[config.mk]
export PLATFORM = sky130hd
export DESIGN_NAME = tdce_ctrl
export DESIGN_NICKNAME = d
export VERILOG_FILES = /design/src/rtl/core/tdce_pkg.sv /design/src/rtl/core/tdce_ctrl.sv
export SDC_FILE = /design/constraint.sdc
export NUM_CORES = 1
export LEC_CHECK = 0
export BUFFER_PORTS_ARGS = -buffer_cell sky130_fd_sc_hd__buf_2
export CAP_MARGIN = 20
export CORE_AREA = 2 2 39 41
export DETAILED_ROUTE_END_ITERATION = 10
export DIE_AREA = 0 0 41 43
export MAX_ROUTING_LAYER = met4
export PLACE_DENSITY = 0.54
export RECOVER_POWER = 25
export SYNTH_ARGS = -nofsm -noshare
export SYNTH_HDL_FRONTEND = slang
export SYNTH_SLANG_ARGS = --single-unit
[constraint.sdc]
create_clock -name clk -period 1.4 [get_ports clk]
set_input_delay 0.14 -clock clk [delete_from_list [all_inputs] [get_ports clk]]
set_output_delay 0.14 -clock clk [all_outputs]
set_load 0.03 [all_outputs]
[src/rtl/core/tdce_pkg.sv]
// Shared constants, codes and control structs for the text display char engine.
// No dependencies; every other file of the block but tdce_ram uses this package.
package tdce_pkg;

    localparam int BUF_SIZE  = 2048;
    localparam int ADDR_W    = $clog2(BUF_SIZE);
    localparam int CNT_W     = $clog2(BUF_SIZE + 1);
    localparam int SRC_W     = CNT_W + 9;
    localparam int CLIM      = (BUF_SIZE < 4095) ? BUF_SIZE : 4095;

    localparam int OP_W      = 2;
    localparam int CHAR_W    = 8;
    localparam int IN_ADDR_W = 11;
    localparam int POS_W     = 12;
    localparam int ROW_W     = 8;
    localparam int COL_W     = 12;
    localparam int UPD_W     = 16;
    localparam int CFG_W     = 8;
    localparam int CFG_IDX_W = 1;
    localparam int PROD_W    = 2 * CFG_W;

    localparam logic [OP_W-1:0] OP_CHAR = 2'd0;
    localparam logic [OP_W-1:0] OP_CMD  = 2'd1;
    localparam logic [OP_W-1:0] OP_READ = 2'd2;

    localparam logic [CHAR_W-1:0] CH_BS     = 8'd8;
    localparam logic [CHAR_W-1:0] CH_LF     = 8'd10;
    localparam logic [CHAR_W-1:0] CH_CR     = 8'd13;
    localparam logic [CHAR_W-1:0] CH_SPACE  = 8'h20;
    localparam logic [CHAR_W-1:0] CMD_CLEAR = 8'd255;

    localparam logic [CFG_IDX_W-1:0] REG_COLUMNS = 1'b0;
    localparam logic [CFG_IDX_W-1:0] REG_ROWS    = 1'b1;

    localparam logic [CFG_W-1:0] COLUMNS_RST = 8'd80;
    localparam logic [CFG_W-1:0] ROWS_RST    = 8'd25;

    typedef struct packed {
        logic capture;
        logic exec;
        logic rowstart;
        logic clear_step;
        logic scroll_step;
        logic out_load;
    } dp_cmd_t;

    typedef struct packed {
        logic is_cr;
        logic is_lf;
        logic is_clear;
        logic lf_scroll;
        logic clear_last;
        logic scroll_last;
    } dp_status_t;

endpackage

[src/rtl/core/tdce_ctrl.sv]
// Controller FSM: sequences capture, execute, row start, scroll and clear sweeps.
// Depends on tdce_pkg; drives tdce_datapath through dp_cmd_t.
module tdce_ctrl (
    input  logic                  clk,
    input  logic                  rst_n,
    input  logic                  item_valid,
    output logic                  item_ready,
    output logic                  result_valid,
    input  logic                  result_ready,
    input  tdce_pkg::dp_status_t  status,
    output tdce_pkg::dp_cmd_t     cmd
);
    import tdce_pkg::*;

    localparam logic [2:0] S_INIT     = 3'd0;
    localparam logic [2:0] S_IDLE     = 3'd1;
    localparam logic [2:0] S_EXEC     = 3'd2;
    localparam logic [2:0] S_ROWSTART = 3'd3;
    localparam logic [2:0] S_SCROLL   = 3'd4;
    localparam logic [2:0] S_CLEAR    = 3'd5;
    localparam logic [2:0] S_DONE     = 3'd6;

    logic [2:0] state_reg, state_next;
    logic       out_valid_reg, out_valid_next;

    assign item_ready   = (state_reg == S_IDLE);
    assign result_valid = out_valid_reg;

    always_comb
    begin
        cmd            = '0;
        state_next     = state_reg;
        out_valid_next = out_valid_reg && !result_ready;

        unique case (state_reg)
            S_INIT:
            begin
                cmd.clear_step = 1'b1;
                if (status.clear_last)
                begin
                    state_next = S_IDLE;
                end
            end
            S_IDLE:
            begin
                if (item_valid)
                begin
                    cmd.capture = 1'b1;
                    state_next  = S_EXEC;
                end
            end
            S_EXEC:
            begin
                cmd.exec = 1'b1;
                priority if (status.is_lf)
                begin
                    state_next = status.lf_scroll ? S_SCROLL : S_ROWSTART;
                end
                else if (status.is_cr)
                begin
                    state_next = S_ROWSTART;
                end
                else if (status.is_clear)
                begin
                    state_next = S_CLEAR;
                end
                else
                begin
                    state_next = S_DONE;
                end
            end
            S_ROWSTART:
            begin
                cmd.rowstart = 1'b1;
                state_next   = S_DONE;
            end
            S_SCROLL:
            begin
                cmd.scroll_step = 1'b1;
                if (status.scroll_last)
                begin
                    state_next = S_ROWSTART;
                end
            end
            S_CLEAR:
            begin
                cmd.clear_step = 1'b1;
                if (status.clear_last)
                begin
                    state_next = S_DONE;
                end
            end
            S_DONE:
            begin
                if (!out_valid_reg || result_ready)
                begin
                    cmd.out_load   = 1'b1;
                    out_valid_next = 1'b1;
                    state_next     = S_IDLE;
                end
            end
            default:
            begin
                state_next = S_IDLE;
            end
        endcase
    end

    always_ff @(posedge clk or negedge rst_n)
    begin
        if (!rst_n)
        begin
            state_reg     <= S_INIT;
            out_valid_reg <= 1'b0;
        end
        else
        begin
            state_reg     <= state_next;
            out_valid_reg <= out_valid_next;
        end
    end

    a_accept_exec: assert property (@(posedge clk) disable iff (!rst_n)
        (item_valid && item_ready) |=> (state_reg == S_EXEC))
        else $error("accepted transaction not executed");

    a_load_valid: assert property (@(posedge clk) disable iff (!rst_n)
        (state_reg == S_DONE && (!out_valid_reg || result_ready)) |=> out_valid_reg)
        else $error("result load did not raise valid");

    a_scroll_exit: assert property (@(posedge clk) disable iff (!rst_n)
        (state_reg == S_SCROLL && status.scroll_last) |=> (state_reg == S_ROWSTART))
        else $error("scroll sweep did not end in row start");

endmodule

==> summary.md <==
| Metric | Value |
|---|---|
| Status | `finished with violations` |
| Failing checks | `negative setup slack` |
| Highest clock rate | `714 MHz` |
| Setup TNS | `-0.00140 ns` |
| Slowest cell on the critical path | `dfrtp_1` |
| Max reg flops | `3` |
| Seq/Total Area, Yosys | `0.284` |
| Hold slack | `0.234 ns` |
| Die X | `between 40 and 50 um` |
| Hold path startpoint | `result_ready` |
| Worst-path cell chain | `buf_4, nor3b_1, a31oi_1, o22ai_2, o311a_1` |
| Leakage | `0.000281 uW` |
| Max Slew Vio Count | `0` |
| Max-Cap Viols | `0` |
| Reg clk slew, reported paths | `0.04 ns` |
| Final Net Count | `81` |
| Final Wtd Congestion | `0.737` |
| R2r startpoint | `state_reg[2]$_DFFE_PN0P_` |
| Starting DRT DRC Count | `5` |
| Req. time, crit path | `1.51 ns` |
| CP Capture Type | `flip-flop` |
| Slew of the pin with the lowest slew margin | `0.266 ns` |
| Final wirelength | `910 um` |
| Mapped Cells | `43` |
| Post-Syn Nets | `53` |
| Hold Path Class | `in -> reg` |
| Antenna diodes | `0` |
| Synthesis-stage register bit count | `4` |
| Global-route wire length before repair | `between 1 and 1.5 mm` |
| CORE AREA | `about 0.0014 mm^2` |
| CP max FO | `4` |
| Post-route setup slack | `-0.00140 ns` |
| Final period util | `1.00` |
| Startpoint Class | `flip-flop` |
| Maximum vdd drop | `680 uV` |
| RSZ-0062 raised after global routing | `yes` |
| Distinct cells, synth | `25` |
| Vias/cell | `4.89` |
| Worst-case clock buffer depth | `2` |
| Clock Sinks | `4` |
| Ys Warns | `0` |
| CP Class | `reg -> reg` |
| Clock Root Buffer | `clkbuf_4` |
| Final hold violation count | `0` |
| Number of global-route vias before repair | `between 300 and 400` |
| Final setup vio count | `1` |
| Htree depth | `1` |
| Most common cell after layout, fill and taps aside | `buf_4` |
| Synth Cell Area | `353 um^2` |
| CP max stage delay | `0.41 ns` |
| Worst-Skew Late Latency | `between 0.2 and 0.25 ns` |
| IO buf count | `17` |
| Slew headroom | `0.823` |
| Number of CTS-inserted buffers | `3` |
| Vias | `416` |
| Final antenna-violating net count | `0` |
| Initial antenna violation count | `0` |
| DIE HEIGHT | `43 um` |
| CTS tree | `built` |
| Remaining DRCs | `0` |
| I/O pin count | `18` |
| Post-Syn Area per Cell | `8.21 um^2` |
| Min Tclk post-route | `1.40 ns` |
| Drt wl/cell | `10.7 um` |
| Layout cells sized above 1 | `0.522` |
| Power Density | `2580 mW/mm^2` |
| DR pass1 iterations | `4` |
| Floorplan row count | `14` |
| Die area | `around 0.0018 mm^2` |
| Initial Util | `0.255` |
| Detailed placement HPWL | `646 um` |
| Cell family with most CP delay | `compound AO/OA/AOI/OAI gates` |
| Crit path DAT | `approximately 1.5 ns` |
| Most frequent cells in the layout | `11 x buf_4, 10 x buf_2, 4 x nor2_1, 4 x nand2_1, 4 x clkbuf_4` |
| Area Overhead vs Synth | `67.0%` |
| Clock Skew | `0.00494 ns` |
| Setup crit start | `state_reg[2]$_DFFE_PN0P_` |
| GRT Util Overall | `0.123` |
| WP buf/inv | `1` |
| Pin count of the biggest net entering global routing | `10` |
| Grt ovf | `0` |
-- cell families after synthesis --
kind of cell,share of synthesized area
xor gates and xnor gates,0.0248
buffers and inverters,0.0674
DFF,0.284
AOI/OAI and AO/OA,0.270
and+or+nand+nor,0.355
-- metal layers --
metal / share of wire / track usage / vias up
met3: 0.043 / 0.0314 / 0
met1: 0.42 / 0.144 / 195
met5: 0 / - / -
met4: 0 / 0.0800 / 0
met2: 0.54 / 0.178 / 9
li1: - / - / 212
-- worst paths after layout --
path / depth (start not counted) / slack, ns / endpoint
setup reg to reg: 5 / -0.001 / state_reg[2]$_DFFE_PN0P_
hold / removal: 3 / 0.23 / result_valid$_DFF_PN0_
max in group asynchronous: 2 / 0.94 / state_reg[0]$_DFFE_PN0P_
min in group asynchronous: 2 / 0.26 / result_valid$_DFF_PN0_
setup / recovery: 5 / -0.001 / state_reg[2]$_DFFE_PN0P_
hold reg to reg: 2 / 0.54 / result_valid$_DFF_PN0_
-- report_power, final --
group | switching [uW] | total, uW | internal (uW)
clock | 45.8 | 142 | 95.8
combinational | 612 | 1150 | 535
sequential | 50.0 | 232 | 182
total | 708 | 1520 | 813
-- cells in the mapped netlist --
cell	instances	share of area
nor2_1	5	0.053
nor3b_1	5	0.11
dfrtp_1	4	0.28
nand2_1	4	0.043
a31oi_1	3	0.053
clkbuf_1	2	0.021
o22ai_1	2	0.035
a211o_1	1	0.025
a21o_1	1	0.021
a21oi_1	1	0.014
and2_1	1	0.018
and3b_1	1	0.025
buf_2	1	0.014
buf_6	1	0.032
nand2b_1	1	0.018
nand2b_4	1	0.039
nand3b_1	1	0.021
nor2b_1	1	0.018
nor3_1	1	0.014
o211ai_1	1	0.021
o221ai_1	1	0.025
o311a_1	1	0.028
o31a_1	1	0.025
o31ai_1	1	0.021
xor2_1	1	0.025
-- tightest hold or removal path, cell delays in order --
cell and delay (ns):
buf_2 0.08, nand2b_1 0.14, nand2_1 0.06
-- metrics by stage --
stage / power [uW] / utilization / cell area (um^2) / cells / worst slack [ns]
final: 1520 / 0.426 / 589 / 85 / -0.00140
after global routing: 1650 / 0.426 / 589 / 85 / -0.0788
after CTS: 1410 / 0.398 / 551 / 84 / 0.000666
after detailed placement: 1190 / 0.354 / 489 / 77 / 0.0530
after global placement: 1190 / 0.354 / 489 / 77 / 0.0551
after floorplan: 939 / - / 370 / 43 / -0.210
-- area by class of cell --
cell class                 count  area, um^2
clock buffer                   3        22.5
fill                         144         795
tap                           16        20.0
multi-input combinational     35         258
sequential                     4         101
timing repair buffer          27         188
-- timing repair --
action	CTS	global route
setup buffers	3	1
hold endpoints to repair	4	0
endpoints found under the setup margin	7	9
pin swaps	0	2
hold buffers	1	0
resized for setup	3	12
Power figures use the tool's default switching activity.
